## config.mk

```make
export PLATFORM = sky130hd
export DESIGN_NAME = absolute_path_normalizer_flat
export DESIGN_NICKNAME = d
export VERILOG_FILES = /design/src/rtl/apn_pkg.sv /design/src/rtl/apn_in_if.sv /design/src/rtl/apn_out_if.sv /design/src/rtl/absolute_path_normalizer.sv /design/src/rtl/apn_linebuf.sv /design/src/rtl/apn_ctrl.sv /design/src/rtl/apn_emit.sv /design/src/flat_wrapper.sv
export SDC_FILE = /design/constraint.sdc
export NUM_CORES = 1
export LEC_CHECK = 0
export ABC_AREA = 1
export BUFFER_PORTS_ARGS = -buffer_cell sky130_fd_sc_hd__clkbuf_2
export CAP_MARGIN = 0
export CORE_MARGIN = 2
export CORE_UTILIZATION = 30
export DETAILED_ROUTE_END_ITERATION = 12
export GPL_TIMING_DRIVEN = 0
export PLACE_DENSITY_LB_ADDON = 0.3
export SLEW_MARGIN = 20
export SYNTH_ARGS = -nofsm -noshare
export SYNTH_HDL_FRONTEND = slang
export SYNTH_SLANG_ARGS = --single-unit
```

## constraint.sdc

```tcl
create_clock -name clk -period 9 [get_ports clk]
set_input_delay 0.9 -clock clk [delete_from_list [all_inputs] [get_ports clk]]
set_output_delay 0.9 -clock clk [all_outputs]
set_load 0.02 [all_outputs]
```

## src/rtl/apn_pkg.sv

```systemverilog
// ----------------------------------------------------------------------------
// apn_pkg: shared types and constants for the path normalizer
// Byte codes, buffer and stack geometry, and the structs between modules.
// ----------------------------------------------------------------------------
package apn_pkg;

    localparam logic [7:0] SLASH       = 8'h2F;
    localparam logic [7:0] DOT         = 8'h2E;

    localparam int         BUF_DEPTH   = 64;
    localparam int         BUF_AW      = 6;
    localparam int         STACK_DEPTH = 32;
    localparam int         STACK_AW    = 5;
    localparam int         CNT_W       = 7;

    typedef logic [7:0]        byte_t;
    typedef logic [BUF_AW-1:0] buf_addr_t;
    typedef logic [CNT_W-1:0]  cnt_t;

    // one write into the line buffer
    typedef struct packed {
        logic      en;
        buf_addr_t addr;
        byte_t     data;
    } buf_wr_t;

    // end of run: status and number of bytes to emit (zero means bare root)
    typedef struct packed {
        logic done;
        logic err;
        cnt_t len;
    } run_done_t;

endpackage

```

## src/rtl/apn_in_if.sv

```systemverilog
// ----------------------------------------------------------------------------
// apn_in_if: input path byte channel
// Valid/ready channel carrying one path byte and its last marker.
// ----------------------------------------------------------------------------
interface apn_in_if;
    logic       valid;
    logic       ready;
    logic [7:0] ch;
    logic       last;

    modport source (output valid, output ch, output last, input ready);
    modport sink   (input valid, input ch, input last, output ready);
endinterface

```

## src/rtl/apn_out_if.sv

```systemverilog
// ----------------------------------------------------------------------------
// apn_out_if: normalized path result channel
// Valid/ready channel carrying one result byte, last marker and error flag.
// ----------------------------------------------------------------------------
interface apn_out_if;
    logic       valid;
    logic       ready;
    logic [7:0] out_ch;
    logic       out_last;
    logic       error;

    modport source (output valid, output out_ch, output out_last, output error, input ready);
    modport sink   (input valid, input out_ch, input out_last, input error, output ready);
endinterface

```

## src/rtl/absolute_path_normalizer.sv

```systemverilog
// Result path: the end of a run sets the busy register; an error result then goes
//   straight into the output register, a path byte only after a line buffer read.
// Throughput: one input byte per cycle while parsing; the path is read out of the
//   line buffer with one read in flight at a time; input stalls during readout.
// Reset: rst_n asynchronously clears the parser state and the busy, pending and
//   valid flags; buffer and stack contents are kept, always written before read.
// ----------------------------------------------------------------------------
// absolute_path_normalizer: lexical cleaner for absolute paths
// Collapses repeated slashes, drops "." and resolves ".." against a stack of
// component starts, then streams the cleaned path out with a last marker.
// ----------------------------------------------------------------------------
module absolute_path_normalizer #(
    parameter int PATH_MAX = 64     // 8 .. 64; results must stay below this
)
(
    input  logic      clk,
    input  logic      rst_n,
    apn_in_if.sink    path,
    apn_out_if.source clean
);
    import apn_pkg::*;

    buf_wr_t   wr;
    run_done_t done;
    logic      busy;
    logic      take;
    logic      rd_en;
    buf_addr_t rd_addr;
    byte_t     rd_data;

    // Input is taken whenever no finished path is being read out. The parser
    // itself keeps up with one byte a cycle; every decision for a byte
    // (separator, name byte, component judgement, stack pop) settles in the
    // same cycle.
    assign path.ready = !busy;
    assign take       = path.valid && path.ready;

    apn_ctrl #(
        .PATH_MAX (PATH_MAX)
    ) u_ctrl (
        .clk   (clk),
        .rst_n (rst_n),
        .take  (take),
        .ch    (path.ch),
        .last  (path.last),
        .wr    (wr),
        .done  (done)
    );

    // Name bytes are written speculatively after the committed bytes; a
    // dropped component is simply overwritten later.
    apn_linebuf u_linebuf (
        .clk     (clk),
        .wr      (wr),
        .rd_en   (rd_en),
        .rd_addr (rd_addr),
        .rd_data (rd_data)
    );

    // Readout: one buffer read in flight at a time; each result passes through the
    // buffer read register before it lands in the output register.
    apn_emit u_emit (
        .clk       (clk),
        .rst_n     (rst_n),
        .done      (done),
        .rd_data   (rd_data),
        .out_ready (clean.ready),
        .busy      (busy),
        .rd_en     (rd_en),
        .rd_addr   (rd_addr),
        .out_valid (clean.valid),
        .out_ch    (clean.out_ch),
        .out_last  (clean.out_last),
        .out_error (clean.error)
    );

endmodule

```

## src/rtl/apn_linebuf.sv

```systemverilog
// ----------------------------------------------------------------------------
// apn_linebuf: line buffer memory
// 64 x 8 single write port, single registered read port.
// ----------------------------------------------------------------------------
module apn_linebuf
(
    input  logic               clk,
    input  apn_pkg::buf_wr_t   wr,
    input  logic               rd_en,
    input  apn_pkg::buf_addr_t rd_addr,
    output apn_pkg::byte_t     rd_data
);
    import apn_pkg::*;

    byte_t mem [BUF_DEPTH];

    always_ff @(posedge clk)
    begin
        if (wr.en)
        begin
            mem[wr.addr] <= wr.data;
        end
        if (rd_en)
        begin
            rd_data <= mem[rd_addr];
        end
    end

endmodule

```

## src/rtl/apn_ctrl.sv

```systemverilog
// ----------------------------------------------------------------------------
// apn_ctrl: per-byte path parser
// Tracks the pending component, the committed length and the component
// start stack; issues line buffer writes and reports the end of each run.
// ----------------------------------------------------------------------------
module apn_ctrl #(
    parameter int PATH_MAX = 64
)
(
    input  logic                clk,
    input  logic                rst_n,
    input  logic                take,
    input  apn_pkg::byte_t      ch,
    input  logic                last,
    output apn_pkg::buf_wr_t    wr,
    output apn_pkg::run_done_t  done
);
    import apn_pkg::*;

    localparam cnt_t       PMAX   = cnt_t'(PATH_MAX);
    localparam logic [7:0] PMAX8  = 8'(PATH_MAX);

    cnt_t                 wc_reg, wc_next;
    logic [STACK_AW:0]    sd_reg, sd_next;
    cnt_t                 cl_reg, cl_next;
    logic                 cd_reg, cd_next;
    logic                 err_reg, err_next;
    logic                 first_reg, first_next;
    logic                 ls_reg, ls_next;      // last committed byte is '/'
    buf_addr_t            stack_reg [STACK_DEPTH];

    logic                 is_slash, is_dot;
    logic                 do_slash, do_name, fin;
    logic                 push_en;
    cnt_t                 fin_len;
    logic                 fin_dots;
    logic [7:0]           pos;
    logic [7:0]           sum_len;
    logic [STACK_AW-1:0]  top_idx;
    cnt_t                 n;

    assign is_slash = (ch == SLASH);
    assign is_dot   = (ch == DOT);
    assign pos      = {1'b0, wc_reg} + {1'b0, cl_reg};
    assign top_idx  = sd_reg[STACK_AW-1:0] - 1'b1;
    assign sum_len  = {1'b0, wc_reg} + {1'b0, fin_len};

    always_comb
    begin
        wc_next    = wc_reg;
        sd_next    = sd_reg;
        cl_next    = cl_reg;
        cd_next    = cd_reg;
        err_next   = err_reg;
        first_next = first_reg;
        ls_next    = ls_reg;
        push_en    = 1'b0;
        wr         = '0;
        done       = '0;
        do_slash   = 1'b0;
        do_name    = 1'b0;
        n          = '0;

        if (take && !err_reg)
        begin
            if (!first_reg)
            begin
                first_next = 1'b1;
                if (!is_slash)
                begin
                    err_next = 1'b1;
                end
                else
                begin
                    do_slash = 1'b1;
                end
            end
            else if (is_slash)
            begin
                do_slash = 1'b1;
            end
            else
            begin
                do_name = 1'b1;
            end
        end

        // name byte goes after the committed bytes while it fits
        if (do_name)
        begin
            if (pos < PMAX8)
            begin
                wr.en   = 1'b1;
                wr.addr = pos[BUF_AW-1:0];
                wr.data = ch;
            end
            cd_next = (cl_reg == '0) ? is_dot : (cd_reg & is_dot);
            if (cl_reg < PMAX)
            begin
                cl_next = cl_reg + 1'b1;
            end
        end

        // judge the pending component
        fin      = do_slash || (do_name && last);
        fin_len  = do_slash ? cl_reg : cl_next;
        fin_dots = do_slash ? cd_reg : cd_next;
        if (fin)
        begin
            if (fin_len == '0 || (fin_dots && fin_len == cnt_t'(1)))
            begin
                // empty or "." : nothing to do
                wc_next = wc_reg;
            end
            else if (fin_dots && fin_len == cnt_t'(2))
            begin
                if (sd_reg != '0)
                begin
                    sd_next = sd_reg - 1'b1;
                    wc_next = {1'b0, stack_reg[top_idx]};
                    ls_next = 1'b1;
                end
            end
            else if (sum_len >= PMAX8)
            begin
                err_next = 1'b1;
            end
            else
            begin
                push_en = (sd_reg < (STACK_AW+1)'(STACK_DEPTH));
                if (push_en)
                begin
                    sd_next = sd_reg + 1'b1;
                end
                wc_next = sum_len[CNT_W-1:0];
                ls_next = 1'b0;
            end
            cl_next = '0;
            cd_next = 1'b0;
        end

        // separator, unless one is already last
        if (do_slash && !err_next)
        begin
            if (wc_next == '0 || !ls_next)
            begin
                if (wc_next >= PMAX - 1'b1)
                begin
                    err_next = 1'b1;
                end
                else
                begin
                    wr.en   = 1'b1;
                    wr.addr = wc_next[BUF_AW-1:0];
                    wr.data = SLASH;
                    wc_next = wc_next + 1'b1;
                    ls_next = 1'b1;
                end
            end
        end

        // end of run: report, then back to the idle run state
        if (take && last)
        begin
            n = wc_next;
            if (n > cnt_t'(1) && ls_next)
            begin
                n = n - 1'b1;
            end
            done.done  = 1'b1;
            done.err   = err_next;
            done.len   = n;
            wc_next    = '0;
            sd_next    = '0;
            cl_next    = '0;
            cd_next    = 1'b0;
            err_next   = 1'b0;
            first_next = 1'b0;
            ls_next    = 1'b0;
        end
    end

    always_ff @(posedge clk or negedge rst_n)
    begin
        if (!rst_n)
        begin
            wc_reg    <= '0;
            sd_reg    <= '0;
            cl_reg    <= '0;
            cd_reg    <= 1'b0;
            err_reg   <= 1'b0;
            first_reg <= 1'b0;
            ls_reg    <= 1'b0;
        end
        else
        begin
            wc_reg    <= wc_next;
            sd_reg    <= sd_next;
            cl_reg    <= cl_next;
            cd_reg    <= cd_next;
            err_reg   <= err_next;
            first_reg <= first_next;
            ls_reg    <= ls_next;
        end
    end

    always_ff @(posedge clk)
    begin
        if (push_en)
        begin
            stack_reg[sd_reg[STACK_AW-1:0]] <= wc_reg[BUF_AW-1:0];
        end
    end

endmodule

```

## src/rtl/apn_emit.sv

```systemverilog
// ----------------------------------------------------------------------------
// apn_emit: result sequencer
// Reads the finished path out of the line buffer into the output register,
// or places the single error result.
// ----------------------------------------------------------------------------
module apn_emit
(
    input  logic                clk,
    input  logic                rst_n,
    input  apn_pkg::run_done_t  done,
    input  apn_pkg::byte_t      rd_data,
    input  logic                out_ready,
    output logic                busy,
    output logic                rd_en,
    output apn_pkg::buf_addr_t  rd_addr,
    output logic                out_valid,
    output apn_pkg::byte_t      out_ch,
    output logic                out_last,
    output logic                out_error
);
    import apn_pkg::*;

    logic  busy_reg, busy_next;
    logic  errm_reg, errm_next;
    logic  root_reg, root_next;
    cnt_t  n_reg, n_next;
    cnt_t  cnt_reg, cnt_next;
    logic  pend_reg, pend_next;
    logic  plast_reg, plast_next;
    logic  ov_reg, ov_next;
    byte_t och_reg, och_next;
    logic  olast_reg, olast_next;
    logic  oerr_reg, oerr_next;

    logic  free, issue, final_rd;
    cnt_t  cnt_inc;

    assign free     = !ov_reg || out_ready;
    assign issue    = busy_reg && !pend_reg && free;
    assign cnt_inc  = cnt_reg + 1'b1;
    assign final_rd = (cnt_inc == n_reg);
    assign rd_addr  = cnt_reg[BUF_AW-1:0];

    always_comb
    begin
        busy_next  = busy_reg;
        errm_next  = errm_reg;
        root_next  = root_reg;
        n_next     = n_reg;
        cnt_next   = cnt_reg;
        pend_next  = pend_reg;
        plast_next = plast_reg;
        ov_next    = ov_reg && !out_ready;
        och_next   = och_reg;
        olast_next = olast_reg;
        oerr_next  = oerr_reg;
        rd_en      = 1'b0;

        // read data of last cycle lands in the output register
        if (pend_reg)
        begin
            ov_next    = 1'b1;
            och_next   = root_reg ? SLASH : rd_data;
            olast_next = plast_reg;
            oerr_next  = 1'b0;
            pend_next  = 1'b0;
        end

        if (issue)
        begin
            if (errm_reg)
            begin
                ov_next    = 1'b1;
                och_next   = '0;
                olast_next = 1'b1;
                oerr_next  = 1'b1;
                busy_next  = 1'b0;
            end
            else
            begin
                rd_en      = 1'b1;
                pend_next  = 1'b1;
                plast_next = final_rd;
                cnt_next   = cnt_inc;
                if (final_rd)
                begin
                    busy_next = 1'b0;
                end
            end
        end

        if (done.done)
        begin
            busy_next = 1'b1;
            errm_next = done.err;
            root_next = (done.len == '0);
            n_next    = (done.len == '0) ? cnt_t'(1) : done.len;
            cnt_next  = '0;
        end
    end

    always_ff @(posedge clk or negedge rst_n)
    begin
        if (!rst_n)
        begin
            busy_reg <= 1'b0;
            pend_reg <= 1'b0;
            ov_reg   <= 1'b0;
        end
        else
        begin
            busy_reg <= busy_next;
            pend_reg <= pend_next;
            ov_reg   <= ov_next;
        end
    end

    always_ff @(posedge clk)
    begin
        errm_reg  <= errm_next;
        root_reg  <= root_next;
        n_reg     <= n_next;
        cnt_reg   <= cnt_next;
        plast_reg <= plast_next;
        och_reg   <= och_next;
        olast_reg <= olast_next;
        oerr_reg  <= oerr_next;
    end

    assign busy      = busy_reg;
    assign out_valid = ov_reg;
    assign out_ch    = och_reg;
    assign out_last  = olast_reg;
    assign out_error = oerr_reg;

endmodule

```

## src/flat_wrapper.sv

```systemverilog
// flat-port wrapper written by rule: the top's interface ports become plain ports
module absolute_path_normalizer_flat import apn_pkg::*;
#(
    parameter int PATH_MAX = 64                                             
)
  (clk, rst_n, path_valid, path_ch, path_last, path_ready, clean_valid, clean_out_ch, clean_out_last, clean_error, clean_ready);
  apn_in_if path_i ();
  apn_out_if clean_i ();
  input  logic clk;
  input  logic rst_n;
  input wire logic [$bits(path_i.valid)-1:0] path_valid;
  input wire logic [$bits(path_i.ch)-1:0] path_ch;
  input wire logic [$bits(path_i.last)-1:0] path_last;
  output wire logic [$bits(path_i.ready)-1:0] path_ready;
  output wire logic [$bits(clean_i.valid)-1:0] clean_valid;
  output wire logic [$bits(clean_i.out_ch)-1:0] clean_out_ch;
  output wire logic [$bits(clean_i.out_last)-1:0] clean_out_last;
  output wire logic [$bits(clean_i.error)-1:0] clean_error;
  input wire logic [$bits(clean_i.ready)-1:0] clean_ready;
  assign path_i.valid = path_valid;
  assign path_i.ch = path_ch;
  assign path_i.last = path_last;
  assign path_ready = path_i.ready;
  assign clean_valid = clean_i.valid;
  assign clean_out_ch = clean_i.out_ch;
  assign clean_out_last = clean_i.out_last;
  assign clean_error = clean_i.error;
  assign clean_i.ready = clean_ready;
  absolute_path_normalizer #(.PATH_MAX(PATH_MAX)) u_core (.clk(clk), .rst_n(rst_n), .path(path_i), .clean(clean_i));
endmodule
```

Word-level counts from Yosys, hierarchy flattened
Memory sizes are Yosys's and may differ from the RTL's. A register that Yosys moved wholly into a read port is not among the register bits. Cells that the tools add are included.

Word-level logic and storage cells: 167. Bits of input ports: 13. Output and inout bits: 12. Latch bits: 0. Flip-flop bits (word level): 54. Memories: 2. Memory bits (read-only): 0. Bits in writable memories: 704.

Memory list: u_core.u_linebuf.mem (depth 64, width 8, read ports 1, clocked after memory_dff 1, wr ports 1, RTL line apn_linebuf.sv:15) `byte_t mem [BUF_DEPTH];`; u_core.u_ctrl.stack_reg (depth 32, width 6, read ports 1, clocked after memory_dff 0, wr ports 1, RTL line apn_ctrl.sv:30) `buf_addr_t stack_reg [STACK_DEPTH];`.

Bitwise gates (word level): 2. Order comparisons: 6. Multiplexer cells: 87. Shift operators: 0. Reductions and logical operators: 35. Divide/modulo/power cells: 0. Multiply operators: 0. Add/sub/neg operators: 9. Eq/ne operators: 8.

Operators by type and width (number): $mux 7 (15); $mux 15 (5); $mux 1 (55); $mux 6 (7); $mux 8 (4); $logic_not 7->1 (4); $add 7x1->7 const B (3); $add 7x7->8 (2); $eq 8x6->1 const B (2); $logic_and 1x1->1 (11); $mux 9 (1); $ge 8x7->1 const B (1); $lt 8x7->1 const B (1); $eq 7x1->1 const B (1); $eq 7x2->1 const B (1); $eq 7x7->1 (1); $ge 7x6->1 const B (1); $gt 7x1->1 const B (1); $logic_not 1->1 (7); $lt 7x7->1 const B (1); $sub 7x1->7 const B (1); $add 6x1->6 const B (1); $lt 6x6->1 const B (1); $reduce_bool 2->1 (3); other kinds (12) (17).

Depth between registers and ports, before layout
Depth in word-level cells: 22. Depth in mapped cells: 42. Gate-level depth less buffers: 42.

Hierarchy
A second synthesis with hierarchy kept.

Cell total of the unflattened synthesis: 3220. Area, all modules: 34383.0 µm².

Modules (own cells, without submodules): apn_linebuf (seq. area each 15615.0 µm², times used 1, area each 21419.3 µm², cells each 1805); apn_ctrl (seq. area each 6366.1 µm², times used 1, area each 11552.3 µm², cells each 1244); apn_emit (seq. area each 715.7 µm², times used 1, area each 1397.6 µm², cells each 168); absolute_path_normalizer (seq. area each 0.0 µm², times used 1, area each 13.8 µm², cells each 3).

Least setup slack after synthesis
OpenSTA, ideal clock, no wires.

Path type: input -> register. Start: input path_ch[4]. End: memory u_core.u_linebuf.mem[0][1] (netlist bit), data pin. Setup slack: 2.894 ns. Path buffers: 0. Data required time: 8.501 ns. Arrival time: 5.607 ns. Stages: 27. Cells stage by stage: inv_1 > nand2_1 > nor2_2 > nand2_2 > nand2_4 > nand2_1 > nand2_2 > inv_1 > ha_1 > fa_1 > nand3_1 > nand2_1 > a31oi_1 > xor2_1 > nand2_1 > nand2_2 > nand2_4 > nand2_1 > nand2_4 > ha_1 > nand3_1 > nor2_2 > a21oi_4 > nand2_4 > nor2_8 > nor2_1 > nor2_1.

RTL lines: from (decl) (RTL line flat_wrapper.sv:12) `input wire logic [$bits(path_i.ch)-1:0] path_ch;`; to (decl) (RTL line apn_linebuf.sv:15).

Worst setup path after layout
Start: register u_core.u_ctrl.sd_reg[0]. End: memory u_core.u_linebuf.mem[54][0] (netlist bit), enable pin.

Longest elaborated chain between the ends: 12. Elaborated cells on any way between the ends: 20. Classes of those cells: add/sub (1); order compare (1); mux (13); reduce/logical (4); memory (1).

RTL lines: from (decl) (RTL line apn_ctrl.sv:24) `logic [STACK_AW:0] sd_reg, sd_next;`; from (signal assigned) (RTL line apn_ctrl.sv:198) `sd_reg <= sd_next;`; $sub 5x1->5 (RTL line apn_ctrl.sv:45) `assign top_idx = sd_reg[STACK_AW-1:0] - 1'b1;`; $mem_v2 32x6; $mux 7 (RTL line apn_ctrl.sv:117) `if (sd_reg != '0)`; $mux 7 (RTL line apn_ctrl.sv:115) `else if (fin_dots && fin_len == cnt_t'(2))`; $mux 7 (RTL line apn_ctrl.sv:110) `if (fin_len == '0 || (fin_dots && fin_len == cnt_t'(1)))`; $mux 7 (RTL line apn_ctrl.sv:108) `if (fin)`; $ge 7x6->1 or $logic_not 7->1 (tied branches) (RTL line apn_ctrl.sv:147, apn_ctrl.sv:145); $mux 15 or $logic_or 1x1->1 (tied branches) (RTL line apn_ctrl.sv:147, apn_ctrl.sv:145); $mux 15 (*) (RTL line apn_ctrl.sv:145) `if (wc_next == '0 || !ls_next)`; $mux 15 (*) (RTL line apn_ctrl.sv:143) `if (do_slash && !err_next)`; $mux 1 (RTL line apn_linebuf.sv:19) `if (wr.en)`; $mux 1 (implied by the code) (RTL line apn_linebuf.sv:21) `mem[wr.addr] <= wr.data;`.

Mark *: on every way between the ends. The rest lies on a longest branch, timed or not.

==> results.json <==
{
  "fin_crit_ns": 7.26,
  "crit_path_end_kind": "flop",
  "dpl_cell_area_um2": 35200,
  "die-height_um": 335,
  "synth.net_count": 2907,
  "drive_gt1_share_pct": 9.67,
  "clk_path_buf_depth": 3,
  "antenna_found_initial": 4,
  "synth-seq-area-share_pct": 69.1,
  "avgSynthCellArea_um2": 11.5,
  "period_share_pct": 80.6,
  "dr.pass1.iters": 8,
  "mostFrequentLayoutCell": "edfxtp_1",
  "rr_startpoint": "u_core.u_ctrl.sd_reg[0]",
  "wire_per_inst_um": 25.7,
  "clock.fmax_ghz": 0.138,
  "die_w_um": 335,
  "synth_area_um2": 32900,
  "critical_path_class": "flop to flop",
  "ys_types": 48,
  "clkTransAtPathRegs_ns": 0.06,
  "ir_drop_mv": 0.178,
  "pre_cts_ws_ns": 1.79,
  "hold_class": "input port to asynchronous set/reset pin",
  "routed_wl_um": 115000,
  "ctsRootBufferMaster": "clkbuf_16",
  "nets": 3031,
  "clk_latency_ns": 0.67,
  "finalHoldViolCount": 0,
  "viasPerCell": 5.36,
  "initial_core_util_pct": 30.2,
  "cp.arrival_ns": 7.53,
  "grtUsageTotal_pct": 20.1,
  "syn-instance-count": 2861,
  "dpl.hpwl_um": 76800,
  "gp_congestion": 0.984,
  "cts_resized": 0,
  "dieArea_um2": 112000,
  "fin_skew_ns": 0.0554,
  "critPathLaunchType": "flop",
  "ant_nets": 0,
  "slew_violations": 0,
  "crit_required_ns": 9.27,
  "remaining_drc_errors": 0,
  "cap_violations": 0,
  "setup_viol": 0,
  "timing_worst_slew_pin_value_ns": 1.23,
  "ys_seq_elements": 766,
  "design_area_um2": 37900,
  "rsz0062_at_grt": "false",
  "power_mw": 12.8,
  "outcome": "finished clean",
  "startpoint": "u_core.u_ctrl.sd_reg[0]",
  "cts_tree": "built",
  "htree_num_levels": 3,
  "core-area_um2": 109000,
  "path_max_fanout": 12,
  "reg2regPathDepth": 27,
  "cts_hold_buf": 0,
  "areaGrowthSynthToFinish_pct": 15.3,
  "cts_buffers": 82,
  "overflow": 0,
  "ys_warn_count": 0,
  "max_slew_margin_pct": 18.2,
  "fin_ws_ns": 1.74,
  "vias": 23900,
  "layout_common_cells": "edfxtp_1 (722), nor2_1 (555), o21ai_0 (371), nand2_1 (314), nand3_1 (148)",
  "p_leak_nw": 13.1,
  "first_global_vias": 22300,
  "io_pins": 25,
  "grt_pass1_wl_um": 161000,
  "cts_num_sinks": 766,
  "power.density_nw_per_um2": 339,
  "row_count": 121,
  "io_buffers": 24,
  "grt_max_degree": 41,
  "post_cts_buffers": 0,
  "initialDrtViolationCount": 3424,
  "largest_reg_flops": 512
}
stage by stage:
stage | util, % | setup TNS, ns | hold slack [ns] | cells
5_1_grt | 34.9 | 0 | 0.383 | 4465
2_1_floorplan | - | 0 | 0.437 | 2861
3_3_place_gp | 32.0 | -69.60 | 0.447 | 4299
4_1_cts | 34.8 | 0 | 0.315 | 4464
3_5_place_dp | 32.4 | 0 | 0.449 | 4315
6_report | 34.9 | 0 | 0.332 | 4465
synthesized netlist by cell type, drive strengths merged:
| cell type | instances | area share (%) |
|---|---|---|
| a31oi | 1 | 0.019 |
| nand4 | 12 | 0.23 |
| nor3 | 6 | 0.11 |
| o22ai | 136 | 2.6 |
| nand3b | 1 | 0.023 |
| inv | 128 | 1.5 |
| buf | 30 | 0.45 |
| o31ai | 1 | 0.023 |
| o32ai | 2 | 0.053 |
| o21bai | 3 | 0.091 |
| xnor2 | 12 | 0.34 |
| o21a | 1 | 0.023 |
| nor2 | 594 | 7.2 |
| ha | 30 | 1.1 |
| o211ai | 22 | 0.50 |
| clkbuf | 123 | 1.4 |
| edfxtp | 722 | 66 |
| a21boi | 2 | 0.046 |
| o221ai | 30 | 0.80 |
| o21ai | 374 | 5.7 |
| clkinv | 3 | 0.034 |
| fa | 3 | 0.18 |
| nand2 | 348 | 4.4 |
| a21o | 1 | 0.023 |
| xor2 | 15 | 0.45 |
| dfxtp | 17 | 1.0 |
| nor4 | 1 | 0.019 |
| a21oi | 57 | 0.97 |
| nand3 | 154 | 2.6 |
| or2 | 5 | 0.095 |
| dfrtp | 27 | 2.1 |
critical path, cell delays in order, from the launching register on:
cell and delay, ns:
dfrtp_1 0.44, inv_2 0.12, buf_2 0.38, buf_1 0.68
ha_1 0.29, buf_2 0.28, clkbuf_1 0.72, nand2_1 0.15
nand3_1 0.12, nand3_1 0.13, nand3_1 0.15, nand3_1 0.11
nand2_1 0.08, nor2_1 0.05, nor2_1 0.08, nand2_1 0.08
nand2_2 0.10, ha_1 0.23, nand3_1 0.11, nor2_2 0.23
a21oi_4 0.12, nand2_4 0.12, inv_2 0.06, nand2_4 0.09
o22ai_1 0.23, nor2_1 0.48, nand2_1 0.35, nor2_1 0.89
cell families (layout without fill, tap and decap cells):
kind of cell / after synthesis / in the layout / share of synthesized area [%]
xor gates and xnor gates: 27 / 27 / 0.788
DFF: 766 / 766 / 69.1
buffers and inverters: 284 / 473 / 3.35
adders and majority gates: 33 / 33 / 1.33
other: 0 / 1 / 0
AOI/OAI and AO/OA: 630 / 630 / 10.8
and+or+nand+nor: 1121 / 1121 / 14.6
power by group:
| part | switching, mW | leakage, nW | internal, mW |
|---|---|---|---|
| combinational | 3.79 | 4.67 | 1.22 |
| sequential | 0.221 | 7.15 | 4.21 |
| clock | 1.46 | 1.29 | 1.93 |
| total | 5.47 | 13.1 | 7.35 |
per-layer routing:
layer	share of wire (%)	global-route usage (%)
met1	43	28.6
met2	44	30.2
met3	11	4.32
met4	3.2	6.93
met5	0.013	0
area by class of cell:
cell class / instances / area (um^2)
Fill cell: 10800 / 70800
Sequential cell: 766 / 22700
Multi-Input combinational cell: 1811 / 9150
Clock buffer: 98 / 2150
Tap cell: 1414 / 1770
Buffer: 153 / 608
Clock inverter: 51 / 547
Inverter: 131 / 492
Timing Repair Buffer: 40 / 465
Antenna cell: 1 / 2.50
final timing paths:
kind	endpoint	slack (ns)
hold reg to reg	u_core.u_emit.out_last	0.46
min in group clk	u_core.u_emit.out_last	0.46
max in group asynchronous	u_core.u_ctrl.wc_reg[4]	8.13
hold / removal	u_core.u_ctrl.wc_reg[6]	0.33
setup reg to reg	u_core.u_linebuf.mem[54][0]	1.74
setup / recovery	u_core.u_linebuf.mem[54][0]	1.74
Note: power is estimated with default switching activity, not from simulation.
